[config.mk]
export PLATFORM = sky130hd
export DESIGN_NAME = rv64i_instruction_decoder_unit
export DESIGN_NICKNAME = d
export VERILOG_FILES = /design/src/hdl/rvid_pkg.sv /design/src/hdl/rv64i_instruction_decoder_unit.sv /design/src/hdl/rvid_match.sv /design/src/hdl/rvid_fields.sv
export SDC_FILE = /design/constraint.sdc
export NUM_CORES = 1
export LEC_CHECK = 0
export BUFFER_PORTS_ARGS = -buffer_cell sky130_fd_sc_hd__buf_2
export CAP_MARGIN = 20
export CELL_PAD_IN_SITES_DETAIL_PLACEMENT = 1
export CELL_PAD_IN_SITES_GLOBAL_PLACEMENT = 1
export CORE_MARGIN = 2
export CORE_UTILIZATION = 40
export CTS_CLUSTER_SIZE = 8
export DETAILED_ROUTE_END_ITERATION = 16
export PLACE_DENSITY_LB_ADDON = 0.1
export SETUP_SLACK_MARGIN = 0.4
export SLEW_MARGIN = 30
export SYNTH_ARGS = -nofsm -noshare
export SYNTH_HDL_FRONTEND = slang
export SYNTH_MEMORY_MAX_BITS = 65536
export SYNTH_SLANG_ARGS = --single-unit
[constraint.sdc]
create_clock -name i_clk -period 2.45 [get_ports i_clk]
set_input_delay 0.49 -clock i_clk [delete_from_list [all_inputs] [get_ports i_clk]]
set_output_delay 0.49 -clock i_clk [all_outputs]
set_load 0.02 [all_outputs]
[src/hdl/rvid_pkg.sv]
// ----------------------------------------------------------------------------
// rvid_pkg
// Shared types and constants for the RV64I instruction decoder.
// ----------------------------------------------------------------------------
package rvid_pkg;

    localparam int unsigned TABLE_LEN = 52;

    localparam logic [3:0] L_R    = 4'd0;
    localparam logic [3:0] L_I    = 4'd1;
    localparam logic [3:0] L_SH   = 4'd2;
    localparam logic [3:0] L_JR   = 4'd3;
    localparam logic [3:0] L_LD   = 4'd4;
    localparam logic [3:0] L_FN   = 4'd5;
    localparam logic [3:0] L_S    = 4'd6;
    localparam logic [3:0] L_B    = 4'd7;
    localparam logic [3:0] L_U    = 4'd8;
    localparam logic [3:0] L_J    = 4'd9;
    localparam logic [3:0] L_NONE = 4'd10;

    localparam logic [5:0] IX_BEQ   = 6'd4;
    localparam logic [5:0] IX_BNE   = 6'd5;
    localparam logic [5:0] IX_BLT   = 6'd6;
    localparam logic [5:0] IX_BGE   = 6'd7;
    localparam logic [5:0] IX_ADDI  = 6'd18;
    localparam logic [5:0] IX_SLTIU = 6'd20;
    localparam logic [5:0] IX_SLT   = 6'd27;
    localparam logic [5:0] IX_SLTU  = 6'd28;
    localparam logic [5:0] IX_ADDIW = 6'd43;

    localparam logic [4:0] PS_NONE  = 5'd0;
    localparam logic [4:0] PS_NOP   = 5'd1;
    localparam logic [4:0] PS_MV    = 5'd2;
    localparam logic [4:0] PS_SEXTW = 5'd3;
    localparam logic [4:0] PS_SEQZ  = 5'd4;
    localparam logic [4:0] PS_RET   = 5'd5;
    localparam logic [4:0] PS_JR    = 5'd6;
    localparam logic [4:0] PS_JALRA = 5'd7;
    localparam logic [4:0] PS_JALR0 = 5'd8;
    localparam logic [4:0] PS_J     = 5'd9;
    localparam logic [4:0] PS_JALR1 = 5'd10;
    localparam logic [4:0] PS_BLEZ  = 5'd11;
    localparam logic [4:0] PS_BZ    = 5'd12;
    localparam logic [4:0] PS_BGTZ  = 5'd13;
    localparam logic [4:0] PS_SNEZ  = 5'd14;
    localparam logic [4:0] PS_SLTZ  = 5'd15;
    localparam logic [4:0] PS_SGTZ  = 5'd16;

    typedef struct packed {
        logic [31:0] pat;
        logic [31:0] msk;
        logic [3:0]  lay;
    } t_entry;

    localparam logic [31:0] M_O   = 32'h0000007F;
    localparam logic [31:0] M_FO  = 32'h0000707F;
    localparam logic [31:0] M_7FO = 32'hFE00707F;
    localparam logic [31:0] M_6FO = 32'hFC00707F;
    localparam logic [31:0] M_ALL = 32'hFFFFFFFF;

    function automatic logic [31:0] fv(input logic [2:0] f3, input logic [6:0] op);
        return {17'd0, f3, 5'd0, op};
    endfunction

    function automatic t_entry table_entry(input logic [5:0] i);
        t_entry e;
        e = '{pat: 32'd0, msk: M_ALL, lay: L_NONE};
        unique case (i)
            6'd0:  e = '{fv(3'd0, 7'h37), M_O, L_U};
            6'd1:  e = '{fv(3'd0, 7'h17), M_O, L_U};
            6'd2:  e = '{fv(3'd0, 7'h6F), M_O, L_J};
            6'd3:  e = '{fv(3'd0, 7'h67), M_FO, L_JR};
            6'd4:  e = '{fv(3'd0, 7'h63), M_FO, L_B};
            6'd5:  e = '{fv(3'd1, 7'h63), M_FO, L_B};
            6'd6:  e = '{fv(3'd4, 7'h63), M_FO, L_B};
            6'd7:  e = '{fv(3'd5, 7'h63), M_FO, L_B};
            6'd8:  e = '{fv(3'd6, 7'h63), M_FO, L_B};
            6'd9:  e = '{fv(3'd7, 7'h63), M_FO, L_B};
            6'd10: e = '{fv(3'd0, 7'h03), M_FO, L_LD};
            6'd11: e = '{fv(3'd1, 7'h03), M_FO, L_LD};
            6'd12: e = '{fv(3'd2, 7'h03), M_FO, L_LD};
            6'd13: e = '{fv(3'd4, 7'h03), M_FO, L_LD};
            6'd14: e = '{fv(3'd5, 7'h03), M_FO, L_LD};
            6'd15: e = '{fv(3'd0, 7'h23), M_FO, L_S};
            6'd16: e = '{fv(3'd1, 7'h23), M_FO, L_S};
            6'd17: e = '{fv(3'd2, 7'h23), M_FO, L_S};
            6'd18: e = '{fv(3'd0, 7'h13), M_FO, L_I};
            6'd19: e = '{fv(3'd2, 7'h13), M_FO, L_I};
            6'd20: e = '{fv(3'd3, 7'h13), M_FO, L_I};
            6'd21: e = '{fv(3'd4, 7'h13), M_FO, L_I};
            6'd22: e = '{fv(3'd6, 7'h13), M_FO, L_I};
            6'd23: e = '{fv(3'd7, 7'h13), M_FO, L_I};
            6'd24: e = '{fv(3'd0, 7'h33), M_7FO, L_R};
            6'd25: e = '{32'h40000000 | fv(3'd0, 7'h33), M_7FO, L_R};
            6'd26: e = '{fv(3'd1, 7'h33), M_7FO, L_R};
            6'd27: e = '{fv(3'd2, 7'h33), M_7FO, L_R};
            6'd28: e = '{fv(3'd3, 7'h33), M_7FO, L_R};
            6'd29: e = '{fv(3'd4, 7'h33), M_7FO, L_R};
            6'd30: e = '{fv(3'd5, 7'h33), M_7FO, L_R};
            6'd31: e = '{32'h40000000 | fv(3'd5, 7'h33), M_7FO, L_R};
            6'd32: e = '{fv(3'd6, 7'h33), M_7FO, L_R};
            6'd33: e = '{fv(3'd7, 7'h33), M_7FO, L_R};
            6'd34: e = '{fv(3'd0, 7'h0F), M_FO, L_FN};
            6'd35: e = '{32'h00000073, M_ALL, L_NONE};
            6'd36: e = '{32'h00100073, M_ALL, L_NONE};
            6'd37: e = '{fv(3'd6, 7'h03), M_FO, L_LD};
            6'd38: e = '{fv(3'd3, 7'h03), M_FO, L_LD};
            6'd39: e = '{fv(3'd3, 7'h23), M_FO, L_S};
            6'd40: e = '{fv(3'd1, 7'h13), M_6FO, L_SH};
            6'd41: e = '{fv(3'd5, 7'h13), M_6FO, L_SH};
            6'd42: e = '{32'h40000000 | fv(3'd5, 7'h13), M_6FO, L_SH};
            6'd43: e = '{fv(3'd0, 7'h1B), M_FO, L_I};
            6'd44: e = '{fv(3'd1, 7'h1B), M_7FO, L_SH};
            6'd45: e = '{fv(3'd5, 7'h1B), M_7FO, L_SH};
            6'd46: e = '{32'h40000000 | fv(3'd5, 7'h1B), M_7FO, L_SH};
            6'd47: e = '{fv(3'd0, 7'h3B), M_7FO, L_R};
            6'd48: e = '{32'h40000000 | fv(3'd0, 7'h3B), M_7FO, L_R};
            6'd49: e = '{fv(3'd1, 7'h3B), M_7FO, L_R};
            6'd50: e = '{fv(3'd5, 7'h3B), M_7FO, L_R};
            6'd51: e = '{32'h40000000 | fv(3'd5, 7'h3B), M_7FO, L_R};
            default: e = '{32'd0, M_ALL, L_NONE};
        endcase
        return e;
    endfunction

    typedef struct packed {
        logic        vld;
        logic [31:0] insn;
        logic        pe;
    } t_s0;

    typedef struct packed {
        logic        vld;
        logic [31:0] insn;
        logic        pe;
        logic        hit;
        logic [5:0]  idx;
        logic [3:0]  lay;
    } t_s1;

    typedef struct packed {
        logic        vld;
        logic        hit;
        logic [5:0]  idx;
        logic [3:0]  lay;
        logic [4:0]  rd;
        logic [4:0]  rs1;
        logic [4:0]  rs2;
        logic [20:0] imm;
        logic        pe;
    } t_s2;

endpackage

[src/hdl/rv64i_instruction_decoder_unit.sv]
// ----------------------------------------------------------------------------
// rv64i_instruction_decoder_unit
// RV64I decoder: table match, field extraction, pseudo selection.
// ----------------------------------------------------------------------------
// Channel  Direction  Handshake            Payload
// cmd      in         i_start & !o_busy    i_instruction
// result   out        o_done               o_known .. o_immediate
// cfg      in         i_cfg_we             i_cfg_wdata
// Four register stages: match, priority pick, fields, pseudo/output.
// One beat per cycle; o_busy never holds the flow.
// o_busy is held low; the receiver cannot stall, so nothing waits.
// Synchronous active-low reset clears valid bits and pseudo_enable.
// ----------------------------------------------------------------------------
module rv64i_instruction_decoder_unit
    import rvid_pkg::*;
(
    input  logic               i_clk,
    input  logic               i_rst_n,
    input  logic               i_start,
    output logic               o_busy,
    input  logic [31:0]        i_instruction,
    input  logic               i_cfg_we,
    input  logic               i_cfg_wdata,
    output logic               o_done,
    output logic               o_known,
    output logic [5:0]         o_mnemonic,
    output logic [3:0]         o_layout,
    output logic [4:0]         o_pseudo,
    output logic [4:0]         o_dest_reg,
    output logic [4:0]         o_src1_reg,
    output logic [4:0]         o_src2_reg,
    output logic signed [20:0] o_immediate
);

    logic r_pe;
    t_s0  s0;
    t_s1  s1;
    t_s2  s2;
    logic [4:0] n_ps;
    logic imm0;
    logic anyz;

    always_ff @(posedge i_clk) begin
        if (!i_rst_n) begin
            r_pe <= 1'b0;
        end else if (i_cfg_we) begin
            r_pe <= i_cfg_wdata;
        end
    end

    assign o_busy  = 1'b0;
    assign s0.vld  = i_start;
    assign s0.insn = i_instruction;
    assign s0.pe   = r_pe;

    rvid_match u_match (.i_clk, .i_rst_n, .i_s0(s0), .o_s1(s1));
    rvid_fields u_fields (.i_clk, .i_rst_n, .i_s1(s1), .o_s2(s2));

    assign imm0 = s2.imm == 21'd0;
    assign anyz = s2.idx == IX_BEQ || s2.idx == IX_BNE || s2.idx == IX_BLT
               || s2.idx == IX_BGE;

    always_comb begin
        n_ps = PS_NONE;
        if (s2.pe) begin
            case (s2.lay)
                L_I: begin
                    if (s2.idx == IX_ADDI && s2.rd == 5'd0 && s2.rs1 == 5'd0 && imm0)
                        n_ps = PS_NOP;
                    else if (s2.idx == IX_ADDI && imm0) n_ps = PS_MV;
                    else if (s2.idx == IX_ADDIW && imm0) n_ps = PS_SEXTW;
                    else if (s2.idx == IX_SLTIU && s2.imm == 21'd1) n_ps = PS_SEQZ;
                end
                L_JR: begin
                    if (s2.rd == 5'd0 && imm0 && s2.rs1 == 5'd1) n_ps = PS_RET;
                    else if (s2.rd == 5'd0) n_ps = PS_JR;
                    else if (s2.rd == 5'd1) n_ps = PS_JALRA;
                    else if (imm0) n_ps = PS_JALR0;
                end
                L_J: begin
                    if (s2.rd == 5'd0) n_ps = PS_J;
                    else if (s2.rd == 5'd1) n_ps = PS_JALR1;
                end
                L_B: begin
                    if (s2.idx == IX_BGE && s2.rs1 == 5'd0) n_ps = PS_BLEZ;
                    else if (anyz && s2.rs2 == 5'd0) n_ps = PS_BZ;
                    else if (s2.idx == IX_BLT && s2.rs1 == 5'd0) n_ps = PS_BGTZ;
                end
                L_R: begin
                    if (s2.idx == IX_SLTU && s2.rs1 == 5'd0) n_ps = PS_SNEZ;
                    else if (s2.idx == IX_SLT && s2.rs2 == 5'd0) n_ps = PS_SLTZ;
                    else if (s2.idx == IX_SLT && s2.rs1 == 5'd0) n_ps = PS_SGTZ;
                end
                default: n_ps = PS_NONE;
            endcase
        end
    end

    always_ff @(posedge i_clk) begin
        if (!i_rst_n) begin
            o_done <= 1'b0;
        end else begin
            o_done <= s2.vld;
        end
        o_known     <= s2.hit;
        o_mnemonic  <= s2.idx;
        o_layout    <= s2.lay;
        o_pseudo    <= n_ps;
        o_dest_reg  <= s2.rd;
        o_src1_reg  <= s2.rs1;
        o_src2_reg  <= s2.rs2;
        o_immediate <= s2.imm;
    end

endmodule

[src/hdl/rvid_match.sv]
// ----------------------------------------------------------------------------
// rvid_match
// Table match stage: first matching entry gives index and layout.
// ----------------------------------------------------------------------------
module rvid_match
    import rvid_pkg::*;
(
    input  logic i_clk,
    input  logic i_rst_n,
    input  t_s0  i_s0,
    output t_s1  o_s1
);

    logic [TABLE_LEN-1:0] hits;
    logic [TABLE_LEN-1:0] r_hits;
    logic [31:0]          r_insn;
    logic                 r_vld;
    logic                 r_pe;
    logic [5:0]           n_idx;
    logic [3:0]           n_lay;
    logic                 n_hit;
    t_entry               ent;
    t_entry               sel_ent;

    always_comb begin
        for (int i = 0; i < TABLE_LEN; i++) begin
            ent     = table_entry(6'(i));
            hits[i] = (i_s0.insn & ent.msk) == ent.pat;
        end
    end

    always_ff @(posedge i_clk) begin
        if (!i_rst_n) begin
            r_vld <= 1'b0;
        end else begin
            r_vld <= i_s0.vld;
        end
        r_hits <= hits;
        r_insn <= i_s0.insn;
        r_pe   <= i_s0.pe;
    end

    always_comb begin
        n_idx = '0;
        n_hit = 1'b0;
        for (int i = TABLE_LEN - 1; i >= 0; i--) begin
            if (r_hits[i]) begin
                n_idx = 6'(i);
                n_hit = 1'b1;
            end
        end
        sel_ent = table_entry(n_idx);
        n_lay   = n_hit ? sel_ent.lay : L_NONE;
    end

    always_ff @(posedge i_clk) begin
        if (!i_rst_n) begin
            o_s1.vld <= 1'b0;
        end else begin
            o_s1.vld <= r_vld;
        end
        o_s1.insn <= r_insn;
        o_s1.pe   <= r_pe;
        o_s1.hit  <= n_hit;
        o_s1.idx  <= n_idx;
        o_s1.lay  <= n_lay;
    end

endmodule

[src/hdl/rvid_fields.sv]
// ----------------------------------------------------------------------------
// rvid_fields
// Field stage: register slices and immediate per layout.
// ----------------------------------------------------------------------------
module rvid_fields
    import rvid_pkg::*;
(
    input  logic i_clk,
    input  logic i_rst_n,
    input  t_s1  i_s1,
    output t_s2  o_s2
);

    logic [31:0] w;
    logic [20:0] n_imm;

    assign w = i_s1.insn;

    always_comb begin
        n_imm = '0;
        if (i_s1.hit) begin
            case (i_s1.lay)
                L_I, L_JR, L_LD: n_imm = {{9{w[31]}}, w[31:20]};
                L_SH:            n_imm = {15'd0, w[25:20]};
                L_S:             n_imm = {{9{w[31]}}, w[31:25], w[11:7]};
                L_B:             n_imm = {{8{w[31]}}, w[31], w[7], w[30:25], w[11:8], 1'b0};
                L_U:             n_imm = {1'b0, w[31:12]};
                L_J:             n_imm = {w[31], w[19:12], w[20], w[30:21], 1'b0};
                default:         n_imm = '0;
            endcase
        end
    end

    always_ff @(posedge i_clk) begin
        if (!i_rst_n) begin
            o_s2.vld <= 1'b0;
        end else begin
            o_s2.vld <= i_s1.vld;
        end
        o_s2.hit <= i_s1.hit;
        o_s2.idx <= i_s1.hit ? i_s1.idx : 6'd0;
        o_s2.lay <= i_s1.lay;
        o_s2.rd  <= i_s1.hit ? w[11:7] : 5'd0;
        o_s2.rs1 <= i_s1.hit ? w[19:15] : 5'd0;
        o_s2.rs2 <= i_s1.hit ? w[24:20] : 5'd0;
        o_s2.imm <= n_imm;
        o_s2.pe  <= i_s1.pe && i_s1.hit;
    end

endmodule
==> impl_metrics.csv, run 1 <==
group,metric,value,unit
worst_setup_path,worst_setup_path_end_kind,"register",
worst_setup_path,critPathLaunch,"u_match.r_hits[50]$_DFF_P_",
cells_and_area,nets,864,
cells_and_area,antennaDiodeCount,0,
yosys,netlist_instances,690,
worst_setup_path,cpPeakStageDelay,340,ps
placement,dpl.cell_count,993,
cells_and_area,largest_reg_flops,52,
sta,clock.fmax,427.9,MHz
global_routing,globalRouteTotalUtil,20.21,%
cells_and_area,largest-register,"u_match.r_hits",
clock_tree,cts-htree-levels,1,
placement,placed_cell_area,0.007888,mm^2
worst_setup_path,r2r_cells,13,
pwr,p_leak,3.653,nW
worst_setup_path,worstReg2RegEnd,"u_match.o_s1[1]$_SDFF_PN1_",
sta,finalSetupViolCount,0,
worst_setup_path,cp.arrival,2730,ps
detailed_routing,ant_nets,0,
yosys,synth-edff-count,0,
worst_setup_path,path_max_fanout,3,
worst_setup_path,critPathBufInv,2,
worst_setup_path,worstSetupPathDepth,13,
yosys,seq_area_frac_synth,61.61,%
yosys,yosysMostFrequentCell,"dfxtp_1",
detailed_routing,drt_iter0_markers,255,
worst_setup_path,r2r-start,"u_match.r_hits[50]$_DFF_P_",
sta,finalCritPeriodShare,95.38,%
sta,final.setup.tns,0,ps
cells_and_area,final_util,52.27,%
detailed_routing,drc,0,
yosys,synth_cell_types,70,
global_routing,antenna_found_initial,0,
yosys,ys_seq_elements,220,
sta,finClkSkew,12.10,ps
cells_and_area,drive_gt1_share,27.74,%
worst_setup_path,worstSetupPathType,"register to register",
sta,worst_slew_pin_slew,745.6,ps
yosys,syn-cell-area,0.007148,mm^2
floorplan,ios,91,
clock_tree,cts.clk_slew.worst_paths,50,ps
floorplan,die_w,137.7,um
sta,rsz0062_at_grt,"yes",
yosys,synth_top_area_share,61.61,%
yosys,yosys.area.top_type,"dfxtp_1",
global_routing,grt-ovfl-total,0,
cells_and_area,finalNonFillerCells,1047,
floorplan,num_rows,48,
placement,hpwl,14.21,mm
worst_hold_path,hold_path_class,"input port to register",
pwr,vdd_drop_max,0.5041,mV
clock_tree,ctsHoldBuffers,0,
yosys,syn_nets,731,
detailed_routing,routed_wl,19.36,mm
yosys,synth_common_cells,"dfxtp_1 (220), nor2_1 (94), nand2_1 (44)",
yosys,synthArstFlopShare,0,%
detailed_routing,via_per_inst,5.326,
placement,gp_congestion,0.9094,
sta,finalHoldViolCount,0,
worst_setup_path,crit_slowest_cell,"a221o_1",
clock_tree,cts_root_buffer,"clkbuf_16",
floorplan,die_h,137.7,um
yosys,synth.avg_cell_area,10.36,um^2
cells_and_area,post-route-cell-area,0.009072,mm^2
worst_setup_path,timing.reg2reg.setup_slack,110,ps
detailed_routing,via_count,5576,
floorplan,die-area,0.01896,mm^2
detailed_routing,drt-pass1-iter-count,4,
sta,relSlewSlack,50.24,%
outcome,status,"finished, final reports clean",
yosys,ys_warn_count,0,
floorplan,start_util,41.18,%
clock_tree,cts_sinks,220,
cells_and_area,n_fill_cell,1919,
cells_and_area,largestRegisters,"u_match.r_hits x52, u_fields.o_s2 x49, u_match.o_s1 x38",
worst_setup_path,crit_family,"compound AO/OA/AOI/OAI gates",
clock_tree,clockBufferDepth,3,
global_routing,grt_pass1_vias,5818,
flow_run,maxCapViolations,0,
clock_tree,cts_tree,"yes",
global_routing,grt_max_degree,26,
global_routing,grt_pass1_wl,29.95,mm
sta,slew_violations,0,
sta,period_minus_slack,2337,ps
worst_setup_path,crit_chain,"inv_1, a21oi_2, o21bai_1, a221o_1, a31oi_4, o31ai_4, nand2b_1, inv_2, ha_4, maj3_2, a31oi_1, o2bb2ai_1, a21oi_1",
sta,fin_hold_ws,83.82,ps
cells_and_area,area_delta_synth_final,26.92,%
placement,port_buffers,89,
worst_setup_path,endpoint,"u_match.o_s1[1]$_SDFF_PN1_",
yosys,synthFlopType,"dfxtp_1",
floorplan,core,0.01736,mm^2
worst_setup_path,start_kind,"register",
worst_setup_path,cp.required,2840,ps
detailed_routing,wl_per_cell,18.49,um
yosys,synth.area.top_cells,"dfxtp_1 (62%), nor2_1 (4.9%), a21oi_1 (2.5%), nand2_1 (2.3%), and2_1 (2.3%)",
clock_tree,cts_buffers,31,
pwr,p_per_area,831.7,mW/mm^2
clock_tree,clk_latency,520,ps
## cell type report
class                           count  area, um^2  share of cell area [%]
Multi-Input combinational cell    429        2784                   30.69
Tap cell                          225       281.5                   3.103
Clock buffer                       31       775.7                   8.551
Sequential cell                   220        4434                   48.88
Inverter                           22       85.08                  0.9378
Timing Repair Buffer              119       681.9                   7.516
Clock inverter                      1       30.03                  0.3310
## metrics by stage
step | worst slack [ps] | power [mW]
final | 113.2 | 7.546
after global routing | -63.14 | 7.794
after CTS | 115.8 | 7.623
after detailed placement | 8.724 | 3.985
after global placement | 92.70 | 3.978
after floorplan | 236.6 | 3.875
## worst reg2reg max path, cell delays in order, from the launching register on
cell and delay (ps):
dfxtp_2 320, inv_1 40, a21oi_2 100, o21bai_1 90
a221o_1 340, a31oi_4 210, o31ai_4 100, nand2b_1 120
inv_2 70, ha_4 170, maj3_2 290, a31oi_1 160
o2bb2ai_1 130, a21oi_1 50
## metal layers
| metal | global-route usage, % | wire [um] | vias to the layer above |
|---|---|---|---|
| met2 | 36.76 | 9799 | 138 |
| met5 | 0 | 0 | - |
| met1 | 24.04 | 8202 | 2720 |
| li1 | - | - | 2683 |
| met3 | 3.679 | 876 | 35 |
| met4 | 6.357 | 480 | 0 |
## how the worst min path moves through the flow
stage,from,to,cells after the start
after floorplan,u_fields.o_s2[47]$_DFF_P_,o_known$_DFF_P_,0
after global placement,u_match.r_insn[13]$_DFF_P_,u_match.o_s1[25]$_DFF_P_,0
after detailed placement,u_match.r_insn[18]$_DFF_P_,u_match.o_s1[30]$_DFF_P_,0
after CTS,i_instruction[31],u_match.r_insn[31]$_DFF_P_,1
after global routing,i_instruction[15],u_match.r_insn[15]$_DFF_P_,1
final,i_instruction[27],u_match.r_insn[27]$_DFF_P_,1
## cells in the final DEF, fill, tap and decap left out, types with 4 or more instances in the layout
cell	instances
inv_2	5
dfxtp_1	204
buf_2	89
nor4_2	5
a31oi_1	6
o21ai_1	5
dfxtp_4	4
nor3_2	4
nor3_1	20
a21oi_1	32
nor2_1	92
nand2b_1	14
o211ai_1	5
and3_1	5
o21ai_0	8
dfxtp_2	12
nor4_4	7
nand2_1	43
a222oi_1	4
or4_4	6
a22oi_1	14
nand3_1	13
clkbuf_16	31
and2_1	26
or3_1	7
nor2b_1	11
nor4_1	16
nand4_1	9
buf_4	27
inv_1	15
## timing repair
action                     CTS  global route
setup endpoints to repair    7             8
setup buffers               18             4
gates resized for setup     26            28
pin swaps                   23            16
## report_power, final
part | internal [mW] | switching, mW | leakage (nW)
logic | 0.0845 | 0.136 | 1.45
clock network | 2.29 | 1.33 | 0.396
registers | 3.66 | 0.0510 | 1.80
## kinds of logic after synthesis
| logic type | synth area share (%) |
|---|---|
| adder cells (fa/ha/maj) | 0.8402 |
| flip-flops | 61.61 |
| AO/OA/AOI/OAI | 11.50 |
| other | 0.05246 |
| multiplexers | 0.4376 |
| AND/OR/NAND/NOR | 23.35 |
| buffers and inverters | 2.205 |
(Power assumes the default switching activity.)
==> run 2: changes to the inputs <==
CORE_MARGIN = not set   (was 2)
CORE_UTILIZATION = 30   (was 40)
CTS_CLUSTER_DIAMETER = 30   (was not set)
==> impl_metrics.csv, run 2 (same netlist as run 1, synthesis figures left out) <==
group,metric,value,unit
outcome,status,"finished, final reports clean",
worst_setup_path,cp.arrival,2830,ps
pwr,clockPowerShare,58.9,%
global_routing,globalRouteTotalUtil,16.93,%
sta,finalCritPeriodShare,99.67,%
clock_tree,cts_buffers,45,
worst_setup_path,path_max_fanout,5,
floorplan,ios,91,
pwr,internal_power,7.614,mW
detailed_routing,routed_wl,20.49,mm
floorplan,core,0.02340,mm^2
sta,slew_violations,0,
clock_tree,cts.clk_slew.worst_paths,40,ps
detailed_routing,ant_nets,0,
worst_setup_path,timing.reg2reg.setup_slack,8,ps
global_routing,top_usage_layer,"met2",
cells_and_area,nets,876,
pwr,total_power,9.595,mW
cells_and_area,largestRegisters,"u_match.r_hits x52, u_fields.o_s2 x49, u_match.o_s1 x38",
cells_and_area,antennaDiodeCount,0,
floorplan,start_util,30.54,%
detailed_routing,via_count,5571,
clock_tree,cts_tree,"yes",
cells_and_area,largest_reg_flops,52,
clock_tree,cts_root_buffer,"clkbuf_16",
worst_setup_path,start_kind,"register",
cells_and_area,final_util,41.82,%
detailed_routing,via_per_inst,4.717,
pwr,combPwrFrac,2.3,%
floorplan,die_h,156.4,um
cells_and_area,largest-register,"u_match.r_hits",
sta,period_minus_slack,2442,ps
floorplan,num_rows,56,
detailed_routing,drc,0,
worst_setup_path,critPathLaunch,"u_match.r_hits[35]$_DFF_P_",
cells_and_area,area_delta_synth_final,36.92,%
worst_hold_path,hold_path_class,"input port to register",
global_routing,grt_pass1_vias,5929,
worst_setup_path,crit_slowest_cell,"dfxtp_4",
global_routing,antenna_found_initial,0,
worst_setup_path,cp.required,2840,ps
pwr,p_per_area,980.4,mW/mm^2
placement,hpwl,14.94,mm
floorplan,die-area,0.02445,mm^2
worst_setup_path,worst_setup_path_end_kind,"register",
pwr,p_leak,3.901,nW
placement,gp_congestion,0.8154,
detailed_routing,drt_iter0_markers,211,
clock_tree,cts_sinks,220,
cells_and_area,layout_commonest_cell,"dfxtp_1",
cells_and_area,finalNonFillerCells,1181,
cells_and_area,drive_gt1_share,30.16,%
clock_tree,clk_latency,520,ps
sta,relSlewSlack,48.06,%
sta,clock.fmax,409.5,MHz
worst_setup_path,r2r-start,"u_match.r_hits[35]$_DFF_P_",
worst_hold_path,whs_path_depth,1,
sta,finalSetupViolCount,0,
pwr,power_switching,1.982,mW
sta,finClkSkew,19.92,ps
worst_setup_path,endpoint,"u_match.o_s1[1]$_SDFF_PN1_",
flow_run,maxCapViolations,0,
worst_hold_path,hp-start,"i_instruction[27]",
detailed_routing,wl_per_cell,17.35,um
clock_tree,cts-htree-levels,2,
worst_setup_path,cpPeakStageDelay,360,ps
floorplan,die_w,156.4,um
worst_setup_path,worstReg2RegEnd,"u_match.o_s1[1]$_SDFF_PN1_",
detailed_routing,drt-pass1-iter-count,5,
sta,worst_slew_pin_slew,778.3,ps
pwr,p_seq_share,38.7,%
sta,finalHoldViolCount,0,
cells_and_area,n_fill_cell,2654,
global_routing,grt_use_met1,20.56,%
global_routing,grt_max_degree,26,
worst_setup_path,worstSetupPathType,"register to register",
sta,rsz0062_at_grt,"yes",
cells_and_area,mostFrequentLayoutCells,"dfxtp_1 (210), nor2_1 (91), buf_2 (89), clkbuf_16 (45), nand2_1 (42)",
global_routing,grt-ovfl-total,0,
global_routing,met3_usage,3.295,%
pwr,switching_share,20.65,%
sta,finalWorstSetupSlack,8.008,ps
pwr,vdd_drop_max,0.5531,mV
worst_setup_path,crit_chain,"nor4_4, nand2_1, a31oi_2, o21ai_2, a31o_2, nand2_4, inv_4, ha_4, maj3_2, a31oi_1, o2bb2ai_1, a21oi_1",
global_routing,grt_pass1_wl,32.06,mm
clock_tree,clockBufferDepth,3,
global_routing,use_met2,29.55,%
placement,port_buffers,89,
placement,post-place-ws,-32.71,ps
placement,dpl.cell_count,1092,
worst_setup_path,r2r_cells,12,
-- run 2: per-layer routing --
metal / vias to the layer above / part of all wire [%]
met1: 2672 / 44
li1: 2736 / -
met3: 37 / 4.2
met5: - / 0
met4: 0 / 1.9
met2: 126 / 50
-- run 2: worst min path at each step --
stage | endpoint | slack (ps)
final | u_match.r_insn[27]$_DFF_P_ | 90
after global routing | u_match.r_insn[26]$_DFF_P_ | 70
after CTS | u_match.r_insn[27]$_DFF_P_ | 70
after detailed placement | u_match.o_s1[41]$_DFF_P_ | 310
after global placement | u_match.o_s1[32]$_DFF_P_ | 310
after floorplan | o_known$_DFF_P_ | 310
-- run 2: cell type report --
cell class | instances | area (um^2) | area share [%]
Multi-Input combinational cell | 429 | 2798 | 28.59
Tap cell | 319 | 399.1 | 4.078
Timing Repair Buffer | 117 | 655.6 | 6.699
Clock inverter | 17 | 214.0 | 2.186
Sequential cell | 220 | 4422 | 45.18
Clock buffer | 57 | 1211 | 12.38
Inverter | 22 | 87.58 | 0.8949
-- run 2: worst max-delay path, delay by kind of cell, from the launching register on --
kind	cells	cell delay, ps
flip-flops	1	360
AND/OR/NAND/NOR	3	460
AO/OA/AOI/OAI	6	1000
buffers and inverters	1	50
adder cells (fa/ha/maj)	2	450
-- run 2: repair_timing --
action | 4_1_cts | 5_1_grt
gates resized for setup | 27 | 22
hold buffers | 0 | 0
pin swaps | 20 | 14
buffers inserted | 12 | 3
endpoints found under the setup margin | 7 | 8
-- run 2: power by group through the flow --
stage | logic (mW) | clock network, mW | registers [mW]
2_1_floorplan | 0.108 | 0 | 3.77
3_3_place_gp | 0.210 | 0 | 3.78
3_5_place_dp | 0.213 | 0 | 3.78
4_1_cts | 0.222 | 5.79 | 3.71
5_1_grt | 0.247 | 5.98 | 3.72
6_report | 0.225 | 5.65 | 3.72
-- run 2: stage by stage --
| step | instance area (um^2) | TNS (ps) | hold slack, ps |
|---|---|---|---|
| final | 9787 | 0 | 88.18 |
| after CTS | 9666 | 0 | 65.06 |
| after detailed placement | 8043 | -32.71 | 313.5 |
| after global placement | 8040 | 0 | 310.0 |
| after floorplan | 7173 | 0 | 309.6 |
| after global routing | 9787 | -76.61 | 66.64 |
